===== src/rtl/core/xfr_pkg.sv =====
// Shared types, codes and helpers for the x86 flags register unit.
package xfr_pkg;

  // Operation codes carried by each input item
  typedef enum logic [3:0] {
    OP_RESULT  = 4'd0,
    OP_STC     = 4'd1,
    OP_CLC     = 4'd2,
    OP_CMC     = 4'd3,
    OP_STD     = 4'd4,
    OP_CLD     = 4'd5,
    OP_STI     = 4'd6,
    OP_CLI     = 4'd7,
    OP_LAHF    = 4'd8,
    OP_SAHF    = 4'd9,
    OP_WRITE16 = 4'd10,
    OP_WRITE32 = 4'd11,
    OP_READ    = 4'd12
  } op_e;

  // Result size codes
  typedef enum logic [1:0] {
    SIZE_BYTE  = 2'd0,
    SIZE_WORD  = 2'd1,
    SIZE_DWORD = 2'd2
  } size_e;

  // Configuration register indexes
  localparam int unsigned CfgIdxW = 2;
  localparam logic [CfgIdxW-1:0] CFG_PROTECTED_MODE        = 2'd0;
  localparam logic [CfgIdxW-1:0] CFG_VIRTUAL_MODE_EXT      = 2'd1;
  localparam logic [CfgIdxW-1:0] CFG_PROTECTED_VIRTUAL_INT = 2'd2;

  localparam int unsigned EflagsW = 18;

  // Input item
  typedef struct packed {
    logic [3:0]  op;
    logic [31:0] result_value;
    logic [1:0]  result_size;
    logic [31:0] write_value;
    logic [7:0]  ah_value;
    logic [1:0]  current_privilege;
    logic        virtual_pending;
  } xfr_in_t;

  // Result item
  typedef struct packed {
    logic [EflagsW-1:0] eflags_out;
    logic [7:0]         ah_out;
    logic               gp_fault;
    logic               interrupt_shadow;
    logic               virtual_if_out;
  } xfr_out_t;

  // Architectural flag state
  typedef struct packed {
    logic       cf;
    logic       pf;
    logic       af;
    logic       zf;
    logic       sf;
    logic       tf;
    logic       ie;
    logic       df;
    logic       of;
    logic [1:0] iopl;
    logic       nt;
    logic       rf;
    logic       vm;
    logic       vif;
  } flags_t;

  // Control register bits seen by STI/CLI
  typedef struct packed {
    logic pe;
    logic vme;
    logic pvi;
  } cfg_t;

  // Even parity of a byte: 1 when the count of set bits is even
  function automatic logic even_parity8(input logic [7:0] v);
    even_parity8 = ~(^v);
  endfunction

  // Eflags image, bit 1 always set, bits 3, 5 and 15 clear
  function automatic logic [EflagsW-1:0] eflags_image(input flags_t f);
    eflags_image = {f.vm, f.rf, 1'b0, f.nt, f.iopl, f.of, f.df, f.ie, f.tf,
                    f.sf, f.zf, 1'b0, f.af, 1'b0, f.pf, 1'b1, f.cf};
  endfunction

endpackage


===== src/rtl/core/xfr_in_stage.sv =====
// Input register stage: holds one accepted item until the core takes it.
module xfr_in_stage import xfr_pkg::*; (
  input  logic    clk_i,
  input  logic    rst_ni,
  input  logic    in_valid_i,
  output logic    in_ready_o,
  input  xfr_in_t in_data_i,
  output logic    fwd_valid_o,
  input  logic    fwd_ready_i,
  output xfr_in_t fwd_data_o
);

  logic    valid_q, valid_d;
  xfr_in_t data_q;

  // Free when empty or when the held item moves on this cycle
  assign in_ready_o = ~valid_q | fwd_ready_i;

  always_comb begin
    valid_d = valid_q;
    if (in_ready_o) begin
      valid_d = in_valid_i;
    end
  end

  always_ff @(posedge clk_i or negedge rst_ni) begin
    if (!rst_ni) begin
      valid_q <= 1'b0;
    end else begin
      valid_q <= valid_d;
    end
  end

  // Payload loads on every input transfer
  always_ff @(posedge clk_i) begin
    if (in_valid_i && in_ready_o) begin
      data_q <= in_data_i;
    end
  end

  assign fwd_valid_o = valid_q;
  assign fwd_data_o  = data_q;

endmodule


===== src/rtl/core/xfr_flag_core.sv =====
// Flag state, control bits and the single-pass update logic.
module xfr_flag_core import xfr_pkg::*; (
  input  logic               clk_i,
  input  logic               rst_ni,
  input  logic               cfg_we_i,
  input  logic [CfgIdxW-1:0] cfg_idx_i,
  input  logic               cfg_wdata_i,
  input  logic               step_i,
  input  xfr_in_t            item_i,
  output xfr_out_t           result_o
);

  cfg_t   cfg_q, cfg_d;
  flags_t flags_q, flags_d;
  logic   privileged;
  logic   no_virtual;
  logic   zero_val;
  logic   sign_val;
  logic   gp;
  logic   shadow;
  logic [7:0] ah_res;

  // Control register writes
  always_comb begin
    cfg_d = cfg_q;
    if (cfg_we_i) begin
      unique case (cfg_idx_i)
        CFG_PROTECTED_MODE:        cfg_d.pe  = cfg_wdata_i;
        CFG_VIRTUAL_MODE_EXT:      cfg_d.vme = cfg_wdata_i;
        CFG_PROTECTED_VIRTUAL_INT: cfg_d.pvi = cfg_wdata_i;
        default: ;
      endcase
    end
  end

  // Protection checks for STI/CLI
  assign privileged = ~cfg_q.pe | (flags_q.iopl >= item_i.current_privilege);
  assign no_virtual = ~cfg_q.vme & ~cfg_q.pvi;

  // Zero and sign of the sized result
  always_comb begin
    case (item_i.result_size)
      SIZE_BYTE: begin
        zero_val = (item_i.result_value[7:0] == 8'h00);
        sign_val = item_i.result_value[7];
      end
      SIZE_WORD: begin
        zero_val = (item_i.result_value[15:0] == 16'h0000);
        sign_val = item_i.result_value[15];
      end
      default: begin
        zero_val = (item_i.result_value == 32'h0000_0000);
        sign_val = item_i.result_value[31];
      end
    endcase
  end

  // Next flags and side outputs for the current item
  always_comb begin
    flags_d = flags_q;
    gp      = 1'b0;
    shadow  = 1'b0;
    ah_res  = 8'h00;
    unique case (item_i.op)
      OP_RESULT: begin
        flags_d.pf = even_parity8(item_i.result_value[7:0]);
        flags_d.zf = zero_val;
        flags_d.sf = sign_val;
      end
      OP_STC: flags_d.cf = 1'b1;
      OP_CLC: flags_d.cf = 1'b0;
      OP_CMC: flags_d.cf = ~flags_q.cf;
      OP_STD: flags_d.df = 1'b1;
      OP_CLD: flags_d.df = 1'b0;
      OP_STI: begin
        if (privileged) begin
          shadow     = flags_q.ie;
          flags_d.ie = 1'b1;
        end else if (no_virtual || item_i.virtual_pending) begin
          gp = 1'b1;
        end else begin
          flags_d.vif = 1'b1;
        end
      end
      OP_CLI: begin
        if (privileged) begin
          flags_d.ie = 1'b0;
        end else if (no_virtual) begin
          gp = 1'b1;
        end else begin
          flags_d.vif = 1'b0;
        end
      end
      OP_LAHF: begin
        ah_res = {flags_q.sf, flags_q.zf, 1'b0, flags_q.af, 1'b0, flags_q.pf,
                  1'b1, flags_q.cf};
      end
      OP_SAHF: begin
        flags_d.cf = item_i.ah_value[0];
        flags_d.pf = item_i.ah_value[2];
        flags_d.af = item_i.ah_value[4];
        flags_d.zf = item_i.ah_value[6];
        flags_d.sf = item_i.ah_value[7];
      end
      OP_WRITE16, OP_WRITE32: begin
        flags_d.cf   = item_i.write_value[0];
        flags_d.pf   = item_i.write_value[2];
        flags_d.af   = item_i.write_value[4];
        flags_d.zf   = item_i.write_value[6];
        flags_d.sf   = item_i.write_value[7];
        flags_d.tf   = item_i.write_value[8];
        flags_d.ie   = item_i.write_value[9];
        flags_d.df   = item_i.write_value[10];
        flags_d.of   = item_i.write_value[11];
        flags_d.iopl = item_i.write_value[13:12];
        flags_d.nt   = item_i.write_value[14];
        if (item_i.op == OP_WRITE32) begin
          flags_d.rf = item_i.write_value[16];
          flags_d.vm = item_i.write_value[17];
        end
      end
      default: ;  // read and unused codes change nothing
    endcase
  end

  // Result reflects the flags after this item
  assign result_o.eflags_out       = eflags_image(flags_d);
  assign result_o.ah_out           = ah_res;
  assign result_o.gp_fault         = gp;
  assign result_o.interrupt_shadow = shadow;
  assign result_o.virtual_if_out   = flags_d.vif;

  always_ff @(posedge clk_i or negedge rst_ni) begin
    if (!rst_ni) begin
      cfg_q   <= '0;
      flags_q <= '0;
    end else begin
      cfg_q <= cfg_d;
      if (step_i) begin
        flags_q <= flags_d;
      end
    end
  end

  // A fault leaves every flag as it was
  a_fault_no_change: assert property (@(posedge clk_i) disable iff (!rst_ni)
    step_i && gp |=> flags_q == $past(flags_q))
    else $error("flags changed on a protection fault");

  // Shadow only from an STI that found IF set, never with a fault
  a_shadow_sti: assert property (@(posedge clk_i) disable iff (!rst_ni)
    shadow |-> item_i.op == OP_STI && flags_q.ie && !gp)
    else $error("interrupt shadow outside STI with IF set");

  // Flags only move when an item is taken
  a_hold_idle: assert property (@(posedge clk_i) disable iff (!rst_ni)
    !step_i |=> flags_q == $past(flags_q))
    else $error("flags changed without an item");

endmodule


===== src/rtl/core/xfr_out_stage.sv =====
// Output register stage: holds one result until the receiver takes it.
module xfr_out_stage import xfr_pkg::*; (
  input  logic     clk_i,
  input  logic     rst_ni,
  input  logic     res_valid_i,
  output logic     res_ready_o,
  input  xfr_out_t res_data_i,
  output logic     out_valid_o,
  input  logic     out_ready_i,
  output xfr_out_t out_data_o
);

  logic     valid_q, valid_d;
  xfr_out_t data_q;

  // Accept a new result when empty or when the held one leaves now
  assign res_ready_o = ~valid_q | out_ready_i;

  always_comb begin
    valid_d = valid_q;
    if (res_ready_o) begin
      valid_d = res_valid_i;
    end
  end

  always_ff @(posedge clk_i or negedge rst_ni) begin
    if (!rst_ni) begin
      valid_q <= 1'b0;
    end else begin
      valid_q <= valid_d;
    end
  end

  always_ff @(posedge clk_i) begin
    if (res_valid_i && res_ready_o) begin
      data_q <= res_data_i;
    end
  end

  assign out_valid_o = valid_q;
  assign out_data_o  = data_q;

endmodule


===== src/rtl/core/x86_flags_register_unit.sv =====
// x86 flags register unit: top level joining input stage, flag core and output stage.
//
// Usage: each input transfer on in_valid_i/in_ready_o carries one flag
// operation (result update, STC/CLC/CMC, STD/CLD, STI/CLI, LAHF/SAHF,
// 16- or 32-bit flags write, read). Each produces exactly one result
// transfer on out_valid_o/out_ready_i with the eflags image after the
// operation, the LAHF byte, the fault and shadow indications and VIF.
// The item sits in the input register while the flag update logic feeds
// the result register. Throughput is one item per cycle while the receiver
// does not stall, set by the flag state loop in the core. The user must
// write the control bits PE, VME and PVI through the cfg_we_i port only
// while no item is in flight; the block itself does not enforce this.
// Reset clears all flags, VIF and the control bits, and empties both stages.
// When the receiver stalls, the result register holds; the input register
// takes one more item only if it was empty, after which in_ready_o
// drops until the result register frees.
module x86_flags_register_unit import xfr_pkg::*; (
  input  logic               clk_i,
  input  logic               rst_ni,
  input  logic               cfg_we_i,
  input  logic [CfgIdxW-1:0] cfg_idx_i,
  input  logic               cfg_wdata_i,
  input  logic               in_valid_i,
  output logic               in_ready_o,
  input  xfr_in_t            in_data_i,
  output logic               out_valid_o,
  input  logic               out_ready_i,
  output xfr_out_t           out_data_o
);

  logic     item_valid;
  logic     res_ready;
  xfr_in_t  item;
  xfr_out_t result;

  xfr_in_stage u_in_stage (
    .clk_i       (clk_i),
    .rst_ni      (rst_ni),
    .in_valid_i  (in_valid_i),
    .in_ready_o  (in_ready_o),
    .in_data_i   (in_data_i),
    .fwd_valid_o (item_valid),
    .fwd_ready_i (res_ready),
    .fwd_data_o  (item)
  );

  // Flags advance on each transfer from the input to the output stage
  xfr_flag_core u_flag_core (
    .clk_i       (clk_i),
    .rst_ni      (rst_ni),
    .cfg_we_i    (cfg_we_i),
    .cfg_idx_i   (cfg_idx_i),
    .cfg_wdata_i (cfg_wdata_i),
    .step_i      (item_valid & res_ready),
    .item_i      (item),
    .result_o    (result)
  );

  xfr_out_stage u_out_stage (
    .clk_i       (clk_i),
    .rst_ni      (rst_ni),
    .res_valid_i (item_valid),
    .res_ready_o (res_ready),
    .res_data_i  (result),
    .out_valid_o (out_valid_o),
    .out_ready_i (out_ready_i),
    .out_data_o  (out_data_o)
  );

endmodule

===== config.mk =====
export PLATFORM = sky130hd
export DESIGN_NAME = x86_flags_register_unit
export DESIGN_NICKNAME = d
export VERILOG_FILES = /design/src/rtl/core/xfr_pkg.sv /design/src/rtl/core/xfr_in_stage.sv /design/src/rtl/core/xfr_flag_core.sv /design/src/rtl/core/xfr_out_stage.sv /design/src/rtl/core/x86_flags_register_unit.sv
export SDC_FILE = /design/constraint.sdc
export NUM_CORES = 1
export LEC_CHECK = 0
export BUFFER_PORTS_ARGS = -buffer_cell sky130_fd_sc_hd__buf_2
export CORE_MARGIN = 1
export CORE_UTILIZATION = 58
export CTS_CLUSTER_DIAMETER = 30
export CTS_CLUSTER_SIZE = 12
export DETAILED_ROUTE_END_ITERATION = 10
export HOLD_SLACK_MARGIN = 0.02
export MAX_ROUTING_LAYER = met4
export PLACE_DENSITY = 0.89
export SLEW_MARGIN = 20
export SYNTH_ARGS = -nofsm -noshare
export SYNTH_HDL_FRONTEND = slang
export SYNTH_HIERARCHICAL = 1
export SYNTH_SLANG_ARGS = --single-unit
export TNS_END_PERCENT = 30

===== constraint.sdc =====
create_clock -name clk_i -period 4.9 [get_ports clk_i]
set_input_delay 0 -clock clk_i [delete_from_list [all_inputs] [get_ports clk_i]]
set_output_delay 0 -clock clk_i [all_outputs]
set_load 0.01 [all_outputs]

After elaboration in Yosys (flattened, before gate mapping)
Cells that the tools add are included.

cells by class
  magnitude comparators = 1
  mux-type cells = 24
  equality and inequality tests = 14
  bitwise gates (word level) = 12
  reductions and logical operators = 15

operators with widths
  operator                                       number
  zero test 32 bit                               1
  == test 4 x 3 -> 1 bit, second input constant  4
  == test 4 bit, second input constant           4
  zero test 16 bit                               1
  two-way mux 1 bit                              11
  one-hot mux 1 bit (2 select lines)             5
  one-hot mux 1 bit (3 select lines)             3
  == test 4 x 2 -> 1 bit, second input constant  2
  zero test 8 bit                                1
  AND reduction 2 bit                            4
  parity 8 bit                                   1
  NOT 1 bit                                      7
  two-way mux 6 bit                              1
  one-hot mux 2 bit (3 select lines)             1
  one-hot mux 1 bit (5 select lines)             1
  == test 2 x 1 -> 1 bit, second input constant  2
  == test 4 x 1 -> 1 bit, second input constant  1
  zero test 2 bit                                2
  zero test 4 bit                                1
  two-way mux 2 bit                              2
  OR 1 bit                                       3
  AND 1 bit                                      2
  == test 2 bit, second input constant           1
  >= comparator 2 bit                            1
  other kinds (3)                                4

word-level totals
  flip-flop bits (word level) = 112
  output and inout bits = 31
  input bits = 89
  word-level logic and storage cells = 98

Logic depth before layout (Yosys ltp)
  depth in word-level cells = 6
  gate-level depth with buffers = 7
  mapped depth without buffers = 6

Hierarchy
Netlist, hierarchy kept.

by module, submodules not included
  module                   instances  seq. area each (um^2)  cells an instance  area each (um^2)
  xfr_in_stage             1          2457.4                 85                 2486.1
  xfr_flag_core            1          450.4                  182                1561.5
  xfr_out_stage            1          895.9                  33                 924.6
  x86_flags_register_unit  1          0.0                    1                  6.3

Least setup slack after synthesis
No wires, ideal clock.

  kind = register -> register
  start = reg u_out_stage.valid_q (netlist: u_out_stage/out_valid_o)
  end = reg u_in_stage.data_q (netlist bit u_in_stage/fwd_data_o[0]), enable pin
  library setup time = 383 ps
  period minus slack after synthesis = 1698 ps
  data arrival time = 1315 ps
  required time = 4517 ps
  path buffers = 0
  slack = 3202 ps
  cell stages (with the launch flop) = 4
  cell sequence = dfrtp_1 -> nand2b_4 -> nand2b_4 -> and2_4

on the way
  word-level cells in the longest chain between the ends = 4

ends and longest elaborated chain
  item                    line                           source
  start, declared         xfr_out_stage.sv:13            logic valid_q, valid_d;
  start signal, assigned  xfr_out_stage.sv:30            valid_q <= valid_d;
  NOT 1 bit               xfr_out_stage.sv:17            assign res_ready_o = ~valid_q | out_ready_i;
  OR 1 bit                xfr_out_stage.sv:17
  named net res_ready     x86_flags_register_unit.sv:32  logic res_ready;
  OR 1 bit                xfr_in_stage.sv:17             assign in_ready_o = ~valid_q | fwd_ready_i;
  named net in_ready_o    x86_flags_register_unit.sv:24  output logic in_ready_o,
  logical AND 1 bit       xfr_in_stage.sv:36             if (in_valid_i && in_ready_o) begin
  end signal, assigned    xfr_in_stage.sv:37             data_q <= in_data_i;
  end, declared           xfr_in_stage.sv:14             xfr_in_t data_q;

The timed path passes the listed nets, and every way through them passes these cells.
A chain may end at the register's enable or synchronous reset.

==> metrics.md <==
| Metric | Value |
|---|---|
| Min Clock Period, post-route | 2.166 ns |
| Routed wire per std cell | 16.72 um |
| Cell-internal power | 1.486 mW |
| Gate power share | 15.4% |
| Max incr delay on CP | 0.67 ns |
| Total CTS buffers | 9 |
| CP bufs+invs | 0 |
| Vias in the first global route | 2945 |
| Core Footprint | 0.007253 mm^2 |
| Clk network pwr share | 25.3% |
| DRC | 0 |
| Max Cap Viol | 0 |
| RR Startpoint | u_in_stage/fwd_data_o[80]$_DFFE_PP_ |
| R2R setup slack | 2.73 ns |
| Fmax | 0.4617 GHz |
| Layout cell share with drive strength beyond 1 | 30.89% |
| Largest net degree at the start of global routing | 61 |
| Final period utilization | 44.20% |
| Worst-skew pair later-pin latency | 0.38 ns |
| GRT Residual Overflow | 0 |
| CP delay by family, top | simple AND/OR/NAND/NOR gates |
| Pwr Density | 347.7 mW/mm^2 |
| Clock skew | 0.01549 ns |
| Syn Inst Count | 280 |
| Status | finished clean |
| Post-cts resize count | 0 |
| Crit. End Element | flop |
| Final Core Density | 79.23% |
| Crit start category | flop |
| Via count of the routed design | 2918 |
| Reg power frac | 59.3% |
| First-pass GRT wire length | 14250 um |
| Die Y-Extent | 88.58 um |
| Total Neg Setup Slack | 0 ns |
| Number of setup buffers added after CTS | 0 |
| Hold Crit Class | input pin to async pin |
| Row cnt | 31 |
| Slew @ Worst Pin | 0.7909 ns |
| Final Max Tran Viols | 0 |
| Fin nets | 540 |
| Sw Share | 25.65% |
| Arrival @ worst endpoint | 2.29 ns |
| Crit-path cells | and2b_1 > nand2_1 > a32oi_1 > nand2_1 |
| Initial antenna violation count | 0 |
| Final ANT Viol Nets | 0 |
| TritonCTS clock tree | yes |
| Area grow syn2layout | 32.17% |
| H-tree depth | 3 |
| GPL Wtd Cong | 0.7787 |
| DR iter-0 viols | 183 |
| Worst reg-to-reg path cell count | 4 |
| Switching Power | 0.5124 mW |
| # setup viols final | 0 |
| DR vias/cell | 5.315 |
| Gr usage total | 26.34% |
| Syn Std Cell Area | 0.004348 mm^2 |
| LEAKAGE | 2.333 nW |
| Synth warn | 6 |
| CP most frequent cell | nand2_1 |
| Die area | 0.007846 mm^2 |
| Mapped Avg Cell Area | 15.53 um^2 |
| Root Driver | clkbuf_8 |
| N_diodes | 0 |
| 1st-pass router iterations | 5 |
| Drt total wl | 9178 um |
| Initial Utilization | 59.94% |
| Final hold vios | 0 |
| Chip Width | 88.58 um |
| Register clock-pin slew on the reported worst setup and hold paths | 0.10 ns |
| Slew margin rel. | 47.27% |
| Fill cells | 394 |
| Worst reg2reg endpoint | u_out_stage/out_data_o[21]$_DFFE_PP_ |
| Buffers added on ports | 98 |
| Hpwl dp | 4838 um |
| Critical-path maximum fanout | 17 |
| CTS Sinks | 109 |
| Unrepaired setup endpoints after global routing | false |
| Slowest-stage cell, CP | edfxtp_1 |
| Max VDD drop | 231.9 uV |
| IO Count | 120 |
| Deepest clock path buffer count | 2 |
| CP Class | flop to flop |
| Required time of the critical path | 5.02 ns |
state kept, by name, indices dropped and copies added, names as in the netlist:
name / count
u_flag_core/cfg_q: 3
u_in_stage/fwd_data_o: 60
u_out_stage/out_valid_o: 1
u_out_stage/out_data_o: 29
u_in_stage/fwd_valid_o: 1
u_flag_core/flags_q: 15
routing by layer:
metal	part of all wire (%)	vias up	GRT usage (%)
li1	-	1371	-
met1	40	1386	32.36
met2	51	143	42.52
met3	7.6	18	6.343
met4	1.4	0	10.26
met5	0	-	-
stage by stage:
stage | instances | hold WS (ns) | power (mW) | instance area (um^2) | setup slack (ns)
after floorplan | 284 | -0.2956 | 1.362 | 4363 | 3.242
final | 549 | 0.1283 | 1.998 | 5747 | 2.734
after global placement | 464 | -0.01425 | 1.440 | 4877 | 2.838
after CTS | 549 | 0.1296 | 1.999 | 5747 | 2.743
after detailed placement | 464 | -0.002711 | 1.459 | 4877 | 2.766
after global routing | 549 | 0.1575 | 2.092 | 5747 | 2.552
power groups by stage:
stage	combinational (mW)	clock (mW)	sequential [mW]
after floorplan	0.163	0	1.20
after global placement	0.243	0	1.20
after detailed placement	0.256	0	1.20
after CTS	0.301	0.517	1.18
after global routing	0.341	0.555	1.20
final	0.308	0.506	1.18
final cells by class:
cell class	count	area (um^2)	area share (%)
clock buffer	10	127.6	2.221
clock inverter	6	51.30	0.8927
inverter	14	52.55	0.9144
multi-input combinational	144	1037	18.05
sequential	109	3173	55.21
tap	99	123.9	2.155
timing repair buffer	167	1181	20.55
worst register-to-register path: stages (launching register included):
cell      delay (ns)
edfxtp_1        0.67
and2b_1         0.50
nand2_1         0.31
a32oi_1         0.37
nand2_1         0.08
layout by cell type (no fill, tap or decap), types with 8 or more instances in the layout:
master / n
o21ai_0: 8
dlygate4sd3_1: 69
edfxtp_1: 89
buf_2: 98
nand2_1: 9
a21oi_1: 10
nor2_1: 10
clkbuf_8: 9
mux2_2: 18
dfrtp_1: 20
inv_1: 14
nand2b_1: 9
repair_timing:
item / in CTS / in global routing
hold buffers: 69 / 0
endpoints found under the setup margin: 0 / 0
hold endpoints to repair: 85 / 0
worst max path at each step:
| stage | from | endpoint | slack, ns | depth (start not counted) |
|---|---|---|---|---|
| final | u_in_stage/fwd_data_o[80]$_DFFE_PP_ | u_out_stage/out_data_o[21]$_DFFE_PP_ | 2.73 | 4 |
| after global routing | u_in_stage/fwd_data_o[80]$_DFFE_PP_ | u_out_stage/out_data_o[21]$_DFFE_PP_ | 2.55 | 4 |
| after detailed placement | u_in_stage/fwd_data_o[80]$_DFFE_PP_ | u_out_stage/out_data_o[21]$_DFFE_PP_ | 2.77 | 4 |
| after CTS | u_in_stage/fwd_data_o[80]$_DFFE_PP_ | u_out_stage/out_data_o[21]$_DFFE_PP_ | 2.74 | 4 |
| after global placement | u_in_stage/fwd_data_o[80]$_DFFE_PP_ | u_out_stage/out_data_o[21]$_DFFE_PP_ | 2.84 | 4 |
| after floorplan | u_in_stage/fwd_data_o[1]$_DFFE_PP_ | u_out_stage/out_data_o[2]$_DFFE_PP_ | 3.24 | 5 |
Note: power is estimated with default switching activity, not from simulation.
